==> src/rtl/aabb_collision_resolve_defines.svh <==
// Assertion macros shared by the box collision block.
`ifndef AABB_COLLISION_RESOLVE_DEFINES_SVH
`define AABB_COLLISION_RESOLVE_DEFINES_SVH
`ifndef SYNTH
// Checked after reset has been released.
`define ACR_ASSERT(lbl, prop, msg) \
  lbl: assert property (@(posedge clk_i) disable iff (!rst_ni) prop) else $error(msg);
// Checked at every edge, reset included.
`define ACR_ASSERT_ALWAYS(lbl, prop, msg) \
  lbl: assert property (@(posedge clk_i) prop) else $error(msg);
`else
`define ACR_ASSERT(lbl, prop, msg)
`define ACR_ASSERT_ALWAYS(lbl, prop, msg)
`endif
`endif

==> src/rtl/acr_pkg.sv <==
// Shared constants and types of the box collision block.
`default_nettype none
package acr_pkg;

  // Default value width (Q16.16 words).
  localparam int WORD_BITS_DEF = 32;

  // Damping register: unsigned Q0.16, reset to about 0.7.
  localparam int DAMP_BITS = 16;
  localparam logic [DAMP_BITS-1:0] DAMP_RESET = 16'd45875;

  // Number of spatial axes.
  localparam int AXES = 3;

  // Item modes.
  localparam logic MODE_LOAD = 1'b0;
  localparam logic MODE_TEST = 1'b1;

  // Resolution axis codes.
  typedef enum logic [1:0] {
    AXIS_X = 2'd0,
    AXIS_Y = 2'd1,
    AXIS_Z = 2'd2
  } axis_e;

  // Result flags, hit in the lowest bit, then the axis.
  typedef struct packed {
    axis_e axis;
    logic  hit;
  } acr_flags_t;

endpackage
`default_nettype wire

==> src/rtl/acr_disp.sv <==
// Per-axis overlap test and minimum displacement against the obstacle.
`default_nettype none
module acr_disp #(
  parameter int WORD_BITS = acr_pkg::WORD_BITS_DEF
) (
  input  logic signed [WORD_BITS:0]   min_i,
  input  logic signed [WORD_BITS:0]   max_i,
  input  logic signed [WORD_BITS:0]   obs_min_i,
  input  logic signed [WORD_BITS:0]   obs_max_i,
  output logic                        overlap_o,
  output logic signed [WORD_BITS+1:0] disp_o,
  output logic        [WORD_BITS+1:0] mag_o
);
  import acr_pkg::*;

  logic signed [WORD_BITS+1:0] d_lo;
  logic signed [WORD_BITS+1:0] d_hi;
  logic        [WORD_BITS+1:0] m_lo;
  logic        [WORD_BITS+1:0] m_hi;

  // Candidate displacements: moving min minus obstacle max, moving max minus obstacle min.
  assign d_lo = {min_i[WORD_BITS], min_i} - {obs_max_i[WORD_BITS], obs_max_i};
  assign d_hi = {max_i[WORD_BITS], max_i} - {obs_min_i[WORD_BITS], obs_min_i};

  // Touching counts as overlap.
  assign overlap_o = (d_lo[WORD_BITS+1] || (d_lo == '0)) && !d_hi[WORD_BITS+1];

  assign m_lo = d_lo[WORD_BITS+1] ? -d_lo : d_lo;
  assign m_hi = d_hi[WORD_BITS+1] ? -d_hi : d_hi;

  // The smaller magnitude wins; on a tie the upper candidate is kept.
  assign disp_o = (m_lo < m_hi) ? d_lo : d_hi;
  assign mag_o  = (m_lo < m_hi) ? m_lo : m_hi;

endmodule
`default_nettype wire

==> config.mk <==
export PLATFORM = sky130hd
export DESIGN_NAME = acr_disp
export DESIGN_NICKNAME = d
export VERILOG_FILES = /design/src/rtl/aabb_collision_resolve_defines.svh /design/src/rtl/acr_pkg.sv /design/src/rtl/acr_disp.sv
export SDC_FILE = /design/constraint.sdc
export NUM_CORES = 1
export LEC_CHECK = 0
export ABC_CLOCK_PERIOD_IN_PS = 13600
export BUFFER_PORTS_ARGS = -buffer_cell sky130_fd_sc_hd__buf_2
export CAP_MARGIN = 30
export CORE_MARGIN = 3
export CORE_UTILIZATION = 35
export DETAILED_ROUTE_END_ITERATION = 16
export PLACE_DENSITY = 0.6
export SYNTH_ARGS = -nofsm -noshare
export SYNTH_HDL_FRONTEND = slang
export SYNTH_SLANG_ARGS = --single-unit
==> constraint.sdc <==
create_clock -name vclk -period 13.6
set_input_delay 0 -clock vclk [all_inputs]
set_output_delay 0 -clock vclk [all_outputs]
set_load 0.01 [all_outputs]
==> run_results.csv <==
group,metric,value,unit
setup_path,crit_arrival,6.84,ns
layout,area_growth,14.4,%
setup_path,cp_max_fo,46,
routing,route.detailed.drc,0,
die,die_h,157,µm
die,rows,54,
layout,fill_cells,2397,
layout,drive_above_1_share,17.6,%
grt,track_usage,21.0,%
layout,clock_buffers,0,
setup_path,cp_common_cell,"a21o_1",
cts,cts_setup_buffers,0,
routing,dr.pass1.iters,5,
worst_hold_path,hp-class,"primary input to output pin",
setup_path,cpMaxStageDelayCell,"or4_1",
synth,yosysWarningCount,0,
layout,multi_input_area,7290,µm²
setup_path,path_class,"primary input to output pin",
placement,hpwl,23800,µm
sta,fmax,146,MHz
run,max_cap_viol_count,0,
sta,tightest_slew,1.09,ns
layout,diodes,0,
pwr,power,1.09,mW
grt,grt_first_pass_wirelength,43400,µm
grt,grt_max_degree,47,
placement,io_buffer_count,201,
routing,avgRoutedWirePerCell,16.6,µm
sta,hold_viol,0,
die,dieArea,24700,µm²
pwr,vdd_ir_drop_max,0.121,mV
routing,ant_nets,0,
sta,slew_viol_final,0,
pwr,p_per_area,119,nW/µm²
routing,vias,9354,
run_status,outcome,"finished, final reports clean",
setup_path,critPathMaxStageDelay,0.66,ns
grt,grt-ovfl-total,0,
pwr,leakagePower,4.44,nW
cts,cts_hold_buf,0,
layout,nNetsFinal,1612,
synth,netlist_instances,1225,
cts,cts_resized,0,
die,initial_core_util,36.2,%
sta,relSlewSlack,26.6,%
synth,ys_seq_area_share,0,%
routing,wl,27500,µm
layout,design.seq.count,0,
synth,syn_area_per_cell,6.52,µm²
die,ios,201,
die,die_width,157,µm
sta,setup_viol,0,
synth,synth_area,7990,µm²
routing,viasPerCell,5.65,
layout,regArea,0,µm²
die,core_area,22100,µm²
synth,syn_nets,1460,
routing,drt_iter0_drc,667,
setup_path,worst_setup_path_start_kind,"primary input",
sta,tns,0,ns
sta,fin_crit_sh,50.3,%
setup_path,cp_data_required_time,13.60,ns
synth,yosysUniqueCellTypes,83,
grt,first_global_vias,8544,
sta,rsz0062_at_grt,"no",
placement,gp_congestion,0.942,
setup_path,critPathCaptureType,"output pin",
sta,fin_crit,6.84,ns
grt,antenna_found_initial,0,
[kinds of logic (layout without fill, tap and decap cells)]
family	after synthesis	count (layout)	synth area share [%]
compound gates	392	392	32.8
xor+xnor	93	93	10.2
fa+ha+maj	103	103	16.3
buf+inv	178	328	8.77
mux	42	42	5.37
simple gates	417	417	26.5
[report_power, final]
group / leakage (nW) / total [mW] / internal (mW) / switching, mW
clock: 0 / 0 / 0 / 0
sequential: 0 / 0 / 0 / 0
combinational: 4.44 / 1.09 / 0.420 / 0.670
total: 4.44 / 1.09 / 0.420 / 0.670
[metal layers]
layer / share of wire [%] / global-route usage (%)
met1: 50 / 31.4
met4: 0.31 / 1.16
met2: 44 / 34.7
met5: 0 / 0
met3: 5.6 / 1.24
[worst max-delay path, delay by kind of cell]
family | cells | cell delay (ns)
xor+xnor | 2 | 0.58
fa+ha+maj | 3 | 0.79
simple gates | 4 | 1.87
buf+inv | 5 | 0.77
compound gates | 13 | 2.80
[stage by stage]
stage	cells	hold WS [ns]	area (µm²)	worst slack [ns]	util, %
after floorplan	1225	0.271	7990	8.02	-
after global placement	1652	0.499	9130	6.67	41.3
after detailed placement	1654	0.513	9140	6.56	41.4
after CTS	1654	0.516	9140	6.52	41.4
after global routing	1655	0.560	9140	6.18	41.4
final	1655	0.505	9140	6.76	41.4
[cell type report]
| cell class | instances | share of cell area (%) |
|---|---|---|
| Multi-Input combinational cell | 1047 | 79.7 |
| Inverter | 120 | 4.93 |
| Timing Repair Buffer | 208 | 11.5 |
| Tap cell | 280 | 3.83 |
[worst paths after layout]
path,start,depth (start not counted),end,slack [ns]
setup / recovery,max_i[0],27,mag_o[33],6.76
hold / removal,obs_min_i[0],4,disp_o[0],0.51
[Yosys cell counts (17+ instances only)]
cell type	count	area, µm²
a21o_1	32	240
a21oi_1	108	541
a31oi_1	20	125
and2_1	17	106
clkbuf_1	36	135
ha_1	101	1260
inv_1	120	450
mux2i_1	35	350
nand2_1	142	533
nand2b_1	17	106
nand3_1	24	120
nand4_1	24	150
nor2_1	70	263
nor3_1	34	170
o211ai_1	19	143
o21ai_0	76	380
xnor2_1	50	438
xor2_1	43	377
[cell usage in the layout (no fill, tap or decap), types with 6 or more instances in the layout]
cell	instances
ha_1	101
nand2_1	141
nor4_1	9
xnor2_1	50
or3_1	16
a21oi_1	108
a21o_1	32
o31ai_1	10
o21a_1	14
mux2_2	7
o21ai_1	10
nor2_1	70
inv_1	120
o21ai_0	76
mux2i_1	35
and3_1	14
o211ai_1	19
a211oi_1	16
nand2b_1	17
nor3_1	34
nand3_1	24
or4_1	6
buf_2	203
and2_1	17
and4_1	8
xor2_1	43
nand4_1	24
a31oi_1	20
o2111ai_1	6
nor2b_1	9
(Power assumes the default switching activity.)
