**config.mk**
```make
export PLATFORM = sky130hd
export DESIGN_NAME = acr_prep
export DESIGN_NICKNAME = d
export VERILOG_FILES = /design/src/rtl/aabb_collision_resolve_defines.svh /design/src/rtl/acr_pkg.sv /design/src/rtl/acr_prep.sv
export SDC_FILE = /design/constraint.sdc
export NUM_CORES = 1
export LEC_CHECK = 0
export ABC_AREA = 1
export BUFFER_PORTS_ARGS = -buffer_cell sky130_fd_sc_hd__buf_2
export CORE_ASPECT_RATIO = 0.7
export CORE_UTILIZATION = 52
export DETAILED_ROUTE_END_ITERATION = 12
export PLACE_DENSITY = 0.68
export SYNTH_ARGS = -nofsm -noshare
export SYNTH_HDL_FRONTEND = slang
export SYNTH_SLANG_ARGS = --single-unit
```
**constraint.sdc**
```tcl
create_clock -name vclk -period 9.4
set_input_delay 1.88 -clock vclk [all_inputs]
set_output_delay 1.88 -clock vclk [all_outputs]
set_load 0.1 [all_outputs]
```
**src/rtl/aabb_collision_resolve_defines.svh**
```systemverilog
// Assertion macros shared by the box collision block.
`ifndef AABB_COLLISION_RESOLVE_DEFINES_SVH
`define AABB_COLLISION_RESOLVE_DEFINES_SVH
`ifndef SYNTH
// Checked after reset has been released.
`define ACR_ASSERT(lbl, prop, msg) \
  lbl: assert property (@(posedge clk_i) disable iff (!rst_ni) prop) else $error(msg);
// Checked at every edge, reset included.
`define ACR_ASSERT_ALWAYS(lbl, prop, msg) \
  lbl: assert property (@(posedge clk_i) prop) else $error(msg);
`else
`define ACR_ASSERT(lbl, prop, msg)
`define ACR_ASSERT_ALWAYS(lbl, prop, msg)
`endif
`endif

```
**src/rtl/acr_pkg.sv**
```systemverilog
// Shared constants and types of the box collision block.
`default_nettype none
package acr_pkg;

  // Default value width (Q16.16 words).
  localparam int WORD_BITS_DEF = 32;

  // Damping register: unsigned Q0.16, reset to about 0.7.
  localparam int DAMP_BITS = 16;
  localparam logic [DAMP_BITS-1:0] DAMP_RESET = 16'd45875;

  // Number of spatial axes.
  localparam int AXES = 3;

  // Item modes.
  localparam logic MODE_LOAD = 1'b0;
  localparam logic MODE_TEST = 1'b1;

  // Resolution axis codes.
  typedef enum logic [1:0] {
    AXIS_X = 2'd0,
    AXIS_Y = 2'd1,
    AXIS_Z = 2'd2
  } axis_e;

  // Result flags, hit in the lowest bit, then the axis.
  typedef struct packed {
    axis_e axis;
    logic  hit;
  } acr_flags_t;

endpackage
`default_nettype wire

```
**src/rtl/acr_prep.sv**
```systemverilog
// Per-axis front end: box limits and damped velocity of one incoming item.
`default_nettype none
module acr_prep #(
  parameter int WORD_BITS = acr_pkg::WORD_BITS_DEF
) (
  input  logic signed [WORD_BITS-1:0]          center_i,
  input  logic        [WORD_BITS-2:0]          half_i,
  input  logic signed [WORD_BITS-1:0]          vel_i,
  input  logic        [acr_pkg::DAMP_BITS-1:0] damping_i,
  output logic signed [WORD_BITS:0]            min_o,
  output logic signed [WORD_BITS:0]            max_o,
  output logic signed [WORD_BITS:0]            vel_damp_o
);
  import acr_pkg::*;

  logic signed [WORD_BITS:0]           c_ext;
  logic signed [WORD_BITS:0]           h_ext;
  logic signed [WORD_BITS+DAMP_BITS:0] prod;

  // Box limits, exact in one extra bit.
  assign c_ext = {center_i[WORD_BITS-1], center_i};
  assign h_ext = {2'b00, half_i};
  assign min_o = c_ext - h_ext;
  assign max_o = c_ext + h_ext;

  // Velocity times damping; dropping the fraction bits rounds toward minus infinity.
  assign prod       = vel_i * $signed({1'b0, damping_i});
  assign vel_damp_o = prod[WORD_BITS+DAMP_BITS:DAMP_BITS];

endmodule
`default_nettype wire

```
==> flow_summary.json <==
{
  "status": "completed",
  "grt_antenna_before_repair": 2,
  "die_height_microns": 180,
  "layout-area-overhead-vs-synth_pct": 16.0,
  "layout.nets": 4385,
  "die-width_microns": 256,
  "syn_inst": 3376,
  "use_met1": 0.531,
  "synth_sequential_area_ratio": 0,
  "first_pass_detailed_route_iteration_total": 5,
  "place_congestion": 1.13,
  "synth_fp_nets": 4153,
  "totalWireLength_mm": 80.7,
  "final_layout_size_suffix_gt1_frac": 0.146,
  "number_of_nets_with_antenna_violations_after_detailed_routing": 0,
  "setup_viol_count_final": 0,
  "grt_start_max_net_pins": 33,
  "hold_path_depth": 4,
  "start_kind": "primary input",
  "layout_common_cells": "inv_1, nand2_1, fa_1",
  "grt_first_pass_wirelength_mm": 126,
  "number_of_global_route_vias_before_repair": 22500,
  "io_pins": 210,
  "place_inst": 4196,
  "pre_cts_ws_ps": -107,
  "synthesis.yosys.warnings": 0,
  "globalRoute.busiestLayer": "met1",
  "maxClockFrequency_ghz": 0.108,
  "grt_util_met3": 0.0881,
  "design.die.area_sq_mm": 0.0460,
  "criticalPathCategory": "primary input to output port",
  "critical_path_peak_fanout": 15,
  "required_ps": 7520,
  "utilization": 0.617,
  "grtUsageTotal": 0.352,
  "timing.critical_path.to_type": "output port",
  "hold_violations": 0,
  "start_util": 0.532,
  "rows": 64,
  "worstHoldPathType": "primary input to output port",
  "nClkBuffers": 0,
  "post_synthesis_cell_type_count": 44,
  "relSlewSlack": 0.141,
  "wire_per_inst_microns": 19.2,
  "final_common_cell": "inv_1",
  "data_arrival_time_of_the_worst_path_ps": 7370,
  "design.core.area_sq_mm": 0.0441,
  "slew_violations": 0,
  "vias_per_cell": 5.26,
  "timing.final.ws_setup_ps": 147,
  "drv_cap": 0,
  "post_cts_hold_buffer_count": 0,
  "final_min_period_over_clock_period": 0.984,
  "layout.cell_area.non_filler_sq_mm": 0.0272,
  "dp_hpwl_mm": 70.8,
  "drt-initial-drc-count": 2073,
  "total_number_of_vias": 22100,
  "nFlopsAndLatches": 0,
  "final-seq-area_sq_um": 0,
  "dpl_cell_area_sq_mm": 0.0266,
  "globalRouteMet2Util": 0.523,
  "port_buffers": 210,
  "layout.cells.non_filler": 4202,
  "actual_transition_at_the_worst_max_transition_pin_ps": 1270,
  "grt_setup_unrepaired": "yes",
  "globalRoute.totalOverflow": 0,
  "synth_area_per_cell_sq_um": 6.95,
  "netlist_area_sq_mm": 0.0235,
  "post-route-drc-count": 0,
  "fin_crit_ps": 9250
}
[cells in the mapped netlist, types with 3 or more instances]
cell type | n | area, sq um
nand2_1 | 874 | 3280
nor3_1 | 10 | 50.1
nor4_1 | 3 | 18.8
buf_2 | 8 | 40.0
nand2_2 | 12 | 75.1
nor3_2 | 6 | 60.1
o21ai_1 | 10 | 50.1
nand3_1 | 79 | 395
a21boi_0 | 3 | 22.5
xnor2_1 | 8 | 70.1
inv_2 | 12 | 45.0
clkbuf_2 | 4 | 20.0
and3_1 | 3 | 18.8
nor2_2 | 9 | 56.3
a21oi_1 | 126 | 631
fa_1 | 489 | 9790
inv_1 | 1011 | 3790
a31oi_1 | 7 | 43.8
clkbuf_1 | 109 | 409
nand3_2 | 4 | 40.0
o21bai_1 | 19 | 143
ha_1 | 177 | 2210
nand3b_1 | 9 | 67.6
o21ai_2 | 7 | 61.3
o21ai_0 | 81 | 405
a21oi_2 | 4 | 35.0
xor2_1 | 59 | 517
a21o_1 | 6 | 45.0
buf_4 | 5 | 37.5
nor2_1 | 172 | 646
o211ai_1 | 4 | 30.0
o21a_1 | 3 | 22.5
buf_6 | 4 | 45.0
nand4_1 | 27 | 169
a21boi_1 | 3 | 22.5
[through the flow]
stage	setup TNS [ps]	hold slack (ps)
floorplan	-2320	4200
global placement	-244	4280
detailed placement	-481	4290
CTS	0	4290
global route	-62.5	4350
finish	0	4300
[worst paths after layout]
check          start             end  slack [ps]
max    damping_i[11]  vel_damp_o[18]         150
min        half_i[0]        min_o[0]        4300
[kinds of logic after synthesis]
family / synth area share
AOI/OAI and AO/OA: 0.0660
adders and majority gates: 0.512
xor gates and xnor gates: 0.0250
and+or+nand+nor: 0.210
buffers and inverters: 0.188
[worst max-delay path, cell delays in order]
cell      delay, ps
clkbuf_4        170
buf_12          170
buf_4           150
nand2_1          50
inv_1            60
fa_1            540
inv_1            60
fa_1            530
inv_1            50
fa_1            480
fa_2            600
fa_1            450
fa_1            490
ha_4            310
nand2_2         110
nor2_4          170
nand2_1         120
inv_1            70
nand2_1          60
nand2_2         110
nand3_1         100
nand2_1         120
xor2_2          270
buf_12          220
[area by class of cell]
| type | instances | area [sq um] |
|---|---|---|
| multi-input combinational | 2221 | 19600 |
| fill | 4089 | 16900 |
| inverter | 1024 | 3840 |
| timing repair buffer | 361 | 2980 |
| tap | 594 | 743 |
| antenna | 2 | 5.00 |
[timing repair]
action,4_1_cts,5_1_grt
setup endpoints to repair,14,33
buffers inserted,0,1
cloned,0,3
resized for setup,4,150
pin swaps,0,15
[layer usage]
| metal | routed length, microns | part of all wire |
|---|---|---|
| met5 | 146 | 0.0018 |
| met4 | 1030 | 0.013 |
| met3 | 9380 | 0.12 |
| met2 | 33800 | 0.42 |
| met1 | 36400 | 0.45 |
Power is not shown: default switching activity piles up to over one toggle a cycle in this logic, so the estimate is an artifact.
