--- config.mk ---
export PLATFORM = sky130hd
export DESIGN_NAME = acr_resolve
export DESIGN_NICKNAME = d
export VERILOG_FILES = /design/src/rtl/aabb_collision_resolve_defines.svh /design/src/rtl/acr_pkg.sv /design/src/rtl/acr_resolve.sv
export SDC_FILE = /design/constraint.sdc
export NUM_CORES = 1
export LEC_CHECK = 0
export BUFFER_PORTS_ARGS = -buffer_cell sky130_fd_sc_hd__buf_2
export CAP_MARGIN = 10
export CORE_AREA = 2 2 267 269
export DETAILED_ROUTE_END_ITERATION = 12
export DIE_AREA = 0 0 269 271
export GPL_TIMING_DRIVEN = 0
export PLACE_DENSITY = 0.44
export RECOVER_POWER = 50
export SETUP_SLACK_MARGIN = 0.02
export SYNTH_ARGS = -nofsm -noshare
export SYNTH_HDL_FRONTEND = slang
export SYNTH_SLANG_ARGS = --single-unit
--- constraint.sdc ---
create_clock -name vclk -period 4.05
set_input_delay 0 -clock vclk [all_inputs]
set_output_delay 0 -clock vclk [all_outputs]
set_load 0.05 [all_outputs]
--- src/rtl/aabb_collision_resolve_defines.svh ---
// Assertion macros shared by the box collision block.
`ifndef AABB_COLLISION_RESOLVE_DEFINES_SVH
`define AABB_COLLISION_RESOLVE_DEFINES_SVH
`ifndef SYNTH
// Checked after reset has been released.
`define ACR_ASSERT(lbl, prop, msg) \
  lbl: assert property (@(posedge clk_i) disable iff (!rst_ni) prop) else $error(msg);
// Checked at every edge, reset included.
`define ACR_ASSERT_ALWAYS(lbl, prop, msg) \
  lbl: assert property (@(posedge clk_i) prop) else $error(msg);
`else
`define ACR_ASSERT(lbl, prop, msg)
`define ACR_ASSERT_ALWAYS(lbl, prop, msg)
`endif
`endif

--- src/rtl/acr_pkg.sv ---
// Shared constants and types of the box collision block.
`default_nettype none
package acr_pkg;

  // Default value width (Q16.16 words).
  localparam int WORD_BITS_DEF = 32;

  // Damping register: unsigned Q0.16, reset to about 0.7.
  localparam int DAMP_BITS = 16;
  localparam logic [DAMP_BITS-1:0] DAMP_RESET = 16'd45875;

  // Number of spatial axes.
  localparam int AXES = 3;

  // Item modes.
  localparam logic MODE_LOAD = 1'b0;
  localparam logic MODE_TEST = 1'b1;

  // Resolution axis codes.
  typedef enum logic [1:0] {
    AXIS_X = 2'd0,
    AXIS_Y = 2'd1,
    AXIS_Z = 2'd2
  } axis_e;

  // Result flags, hit in the lowest bit, then the axis.
  typedef struct packed {
    axis_e axis;
    logic  hit;
  } acr_flags_t;

endpackage
`default_nettype wire

--- src/rtl/acr_resolve.sv ---
// Axis choice and saturated position and velocity response.
`default_nettype none
module acr_resolve #(
  parameter int WORD_BITS = acr_pkg::WORD_BITS_DEF
) (
  input  logic signed [WORD_BITS-1:0] center_i   [acr_pkg::AXES],
  input  logic signed [WORD_BITS-1:0] vel_i      [acr_pkg::AXES],
  input  logic signed [WORD_BITS:0]   vel_damp_i [acr_pkg::AXES],
  input  logic signed [WORD_BITS+1:0] disp_i     [acr_pkg::AXES],
  input  logic        [WORD_BITS+1:0] mag_i      [acr_pkg::AXES],
  input  logic        [acr_pkg::AXES-1:0] overlap_i,
  output acr_pkg::acr_flags_t         flags_o,
  output logic signed [WORD_BITS-1:0] pos_o      [acr_pkg::AXES],
  output logic signed [WORD_BITS-1:0] vel_o      [acr_pkg::AXES]
);
  import acr_pkg::*;

  logic            hit;
  logic [AXES-1:0] pick;
  axis_e           sel_axis;

  // Clamp a wide signed value to the signed word range.
  function automatic logic [WORD_BITS-1:0] sat_word(input logic signed [WORD_BITS+2:0] v);
    logic fits;
    fits = (v[WORD_BITS+2:WORD_BITS-1] == '0) || (v[WORD_BITS+2:WORD_BITS-1] == '1);
    if (fits) begin
      return v[WORD_BITS-1:0];
    end else if (v[WORD_BITS+2]) begin
      return {1'b1, {(WORD_BITS-1){1'b0}}};
    end else begin
      return {1'b0, {(WORD_BITS-1){1'b1}}};
    end
  endfunction

  assign hit = &overlap_i;

  // x needs a strictly smaller magnitude than both others, then y; z takes the rest.
  always_comb begin
    pick = '0;
    if ((mag_i[0] < mag_i[1]) && (mag_i[0] < mag_i[2])) begin
      pick[0]  = 1'b1;
      sel_axis = AXIS_X;
    end else if ((mag_i[1] < mag_i[0]) && (mag_i[1] < mag_i[2])) begin
      pick[1]  = 1'b1;
      sel_axis = AXIS_Y;
    end else begin
      pick[2]  = 1'b1;
      sel_axis = AXIS_Z;
    end
  end

  assign flags_o.hit  = hit;
  assign flags_o.axis = hit ? sel_axis : AXIS_X;

  // Per-axis response; without a hit the item passes through unchanged.
  for (genvar i = 0; i < AXES; i++) begin : g_lane
    logic signed [WORD_BITS+2:0] pos_adj;
    logic signed [WORD_BITS+2:0] vel_keep;
    logic signed [WORD_BITS+2:0] vel_flip;

    assign pos_adj  = {{3{center_i[i][WORD_BITS-1]}}, center_i[i]}
                    - {disp_i[i][WORD_BITS+1], disp_i[i]};
    assign vel_keep = {{2{vel_damp_i[i][WORD_BITS]}}, vel_damp_i[i]};
    assign vel_flip = -vel_keep;

    always_comb begin
      if (!hit) begin
        pos_o[i] = center_i[i];
        vel_o[i] = vel_i[i];
      end else if (pick[i]) begin
        pos_o[i] = sat_word(pos_adj);
        vel_o[i] = sat_word(vel_flip);
      end else begin
        pos_o[i] = center_i[i];
        vel_o[i] = sat_word(vel_keep);
      end
    end
  end

endmodule
`default_nettype wire
==> results.py <==
metrics = {
    "sta": {
        "fin_setup_tns_ps": 0,
        "maxSlewViolCount": 0,
        "setup_viol": 0,
        "hold_viol_final": 0,
        "timing.final.crit_share": 0.9717,
        "fin_crit_ps": 3936,
        "slew_headroom": 0.2893,
        "worstMarginPinSlew_ps": 1066,
        "fmax_ghz": 0.2541,
    },
    "flow_run": {
        "maxCapViolCount": 0,
    },
    "power_and_ir_drop": {
        "power_frac_seq": 0,
        "p_int_mw": 1.042,
        "leakage_nw": 9.402,
        "p_comb_frac": 1.000,
        "p_clk_frac": 0,
        "ir_worst_vdd_v": 0.00007203,
        "power_switching_mw": 2.076,
        "powerDensity_nw_per_um2": 163.7,
        "power_switching_share": 0.6657,
    },
    "placement": {
        "place_area_um2": 18630,
        "portBuffers": 692,
        "place.gp.congestion": 0.9438,
        "hpwl_mm": 68.87,
        "post-place-cells": 3802,
    },
    "grt": {
        "grt_max_degree": 11,
        "grt_pass1_vias": 18490,
        "grt_overflow": 0,
        "antenna_found_initial": 44,
        "grt_pass1_wl_mm": 113.4,
        "grt_usage": 0.2009,
    },
    "detailed_routing": {
        "wl_mm": 78.36,
        "first_iter_violations": 982,
        "vias": 18770,
        "dr.pass1.iters": 7,
        "ant_nets": 0,
        "remaining_drc_errors": 0,
        "drt-vias-per-instance": 4.903,
        "avgRoutedWirePerCell_um": 20.46,
    },
    "critical_path": {
        "endpoint_kind": "output port",
        "crit_arrival_ps": 3940,
        "crit_path_start": "vel_damp_i[39]",
        "crit_type": "input pin to output port",
        "critPathRequiredTime_ps": 4050,
        "crit_path_max_fanout": 10,
        "cp-start-kind": "input pin",
    },
    "layout": {
        "nets": 3585,
        "nClkBuffers": 0,
        "regArea_um2": 0,
        "fin_cells": 3829,
        "drive_gt1_frac": 0.2915,
        "nFlopsAndLatches": 0,
        "syn2layout_area_growth_pct": 36.19,
        "final_area_um2": 19050,
    },
    "floorplan": {
        "rows": 97,
        "core-area_um2": 69790,
        "initial_utilization": 0.2004,
        "die_area_um2": 72900,
        "die_x_um": 269,
        "die_height_um": 271,
        "io_pins": 693,
    },
    "synth": {
        "avgSynthCellArea_um2": 6.446,
        "seq_area_frac_synth": 0,
        "synth.distinct_cells": 87,
        "ys_warn_count": 0,
        "synth_area_um2": 13990,
        "syn_nets": 2885,
        "syn_inst": 2170,
    },
    "clock_tree": {
        "cts_hold_buf": 0,
    },
    "hold_path": {
        "hp-start": "vel_i[57]",
        "hold_class": "input pin to output port",
    },
    "run_status": {
        "status": "finished, final reports clean",
    },
}
==> stage by stage <==
step / hold WS, ps / power, mW / util / setup WS [ps]
detailed placement: 379.0 / 3.034 / 0.2669 / -767.8
global route: 401.2 / 3.388 / 0.2726 / -19.09
floorplan: 235.7 / 2.044 / - / 184.0
global placement: 379.0 / 3.053 / 0.2669 / -825.7
CTS: 380.6 / 3.077 / 0.2690 / 25.54
finish: 378.4 / 3.118 / 0.2730 / 114.5
==> layout make-up <==
class	count	area (um^2)
plain buffers	114	533.0
inverters	218	818.3
multi-input cells	1834	12920
fillers	8064	50730
repair buffers	702	3548
diodes	21	52.55
well taps	940	1176
==> cells in the mapped netlist (49+ instances only) <==
library cell,count,area share
a21o_1,74,0.040
a21oi_1,271,0.097
a221o_1,58,0.042
clkbuf_1,92,0.025
ha_1,214,0.19
inv_1,217,0.058
nand2_1,193,0.052
nor2_1,191,0.051
nor3_1,126,0.045
o21ai_0,82,0.029
xnor2_1,105,0.066
xor2_1,49,0.031
==> routing by layer <==
metal	track usage	wire length [um]	share of wire
met5	0	333	0.0042
met4	0.04751	1997	0.025
met1	0.2457	33310	0.43
met3	0.04851	5559	0.071
met2	0.3504	37160	0.47
==> timing repair <==
action,4_1_cts,5_1_grt
pin swaps,4,1
resized for setup,26,62
endpoints found under the setup margin,159,117
buffers inserted,7,3
==> final timing paths <==
path | to | slack (ps) | depth (start not counted)
hold / removal | vel_o[57] | 380 | 4
setup / recovery | vel_o[41] | 110 | 14
==> cell usage in the layout (no fill, tap or decap), types with 7 or more instances in the layout <==
cell	netlist	routed
a211oi_1	16	16
a211oi_2	29	27
a21o_1	74	74
a21oi_1	271	269
a221o_1	58	58
a31oi_1	31	28
and3_1	9	9
buf_2	13	616
buf_4	4	14
clkbuf_1	92	74
clkbuf_2	0	99
clkbuf_4	0	7
diode_2	0	21
ha_1	214	214
inv_1	217	217
nand2_1	193	193
nand2b_1	16	16
nand3_1	33	32
nand4_1	29	29
nor2_1	191	191
nor2b_1	18	18
nor3_1	126	122
nor4_1	19	17
o211ai_1	16	16
o21a_1	21	21
o21ai_0	82	78
o21bai_1	15	15
o221ai_1	15	15
o31ai_1	28	26
or2_2	12	11
or3_1	28	28
or4_1	14	14
xnor2_1	105	103
xor2_1	49	49
==> cells by family (layout without fill, tap and decap cells) <==
| family | Yosys count | after routing | synth area share |
|---|---|---|---|
| AO/OA/AOI/OAI | 734 | 734 | 0.3583 |
| XOR/XNOR | 154 | 154 | 0.09642 |
| adder cells (fa/ha/maj) | 217 | 217 | 0.1957 |
| buffers and inverters | 336 | 1034 | 0.09562 |
| multiplexers | 4 | 4 | 0.002952 |
| other | 0 | 21 | 0 |
| AND/OR/NAND/NOR | 725 | 725 | 0.2510 |
==> power groups by stage <==
stage	clock network (mW)	logic (mW)	registers [mW]
6_report	0.000000635	3.12	0
2_1_floorplan	0	2.04	0
3_5_place_dp	0	3.03	0
4_1_cts	0	3.08	0
5_1_grt	0.000000364	3.39	0
3_3_place_gp	0	3.05	0
==> critical path, stage by stage <==
cell      delay, ps
buf_2           130
or3_1           380
clkbuf_1        180
nor4_1          870
nand3_1         310
o21a_1          240
a31oi_1         190
o22ai_2         130
or2_2           280
buf_2           170
clkbuf_2        210
o221ai_1        290
nand2_1         260
buf_2           280
Power figures use the tool's default switching activity.
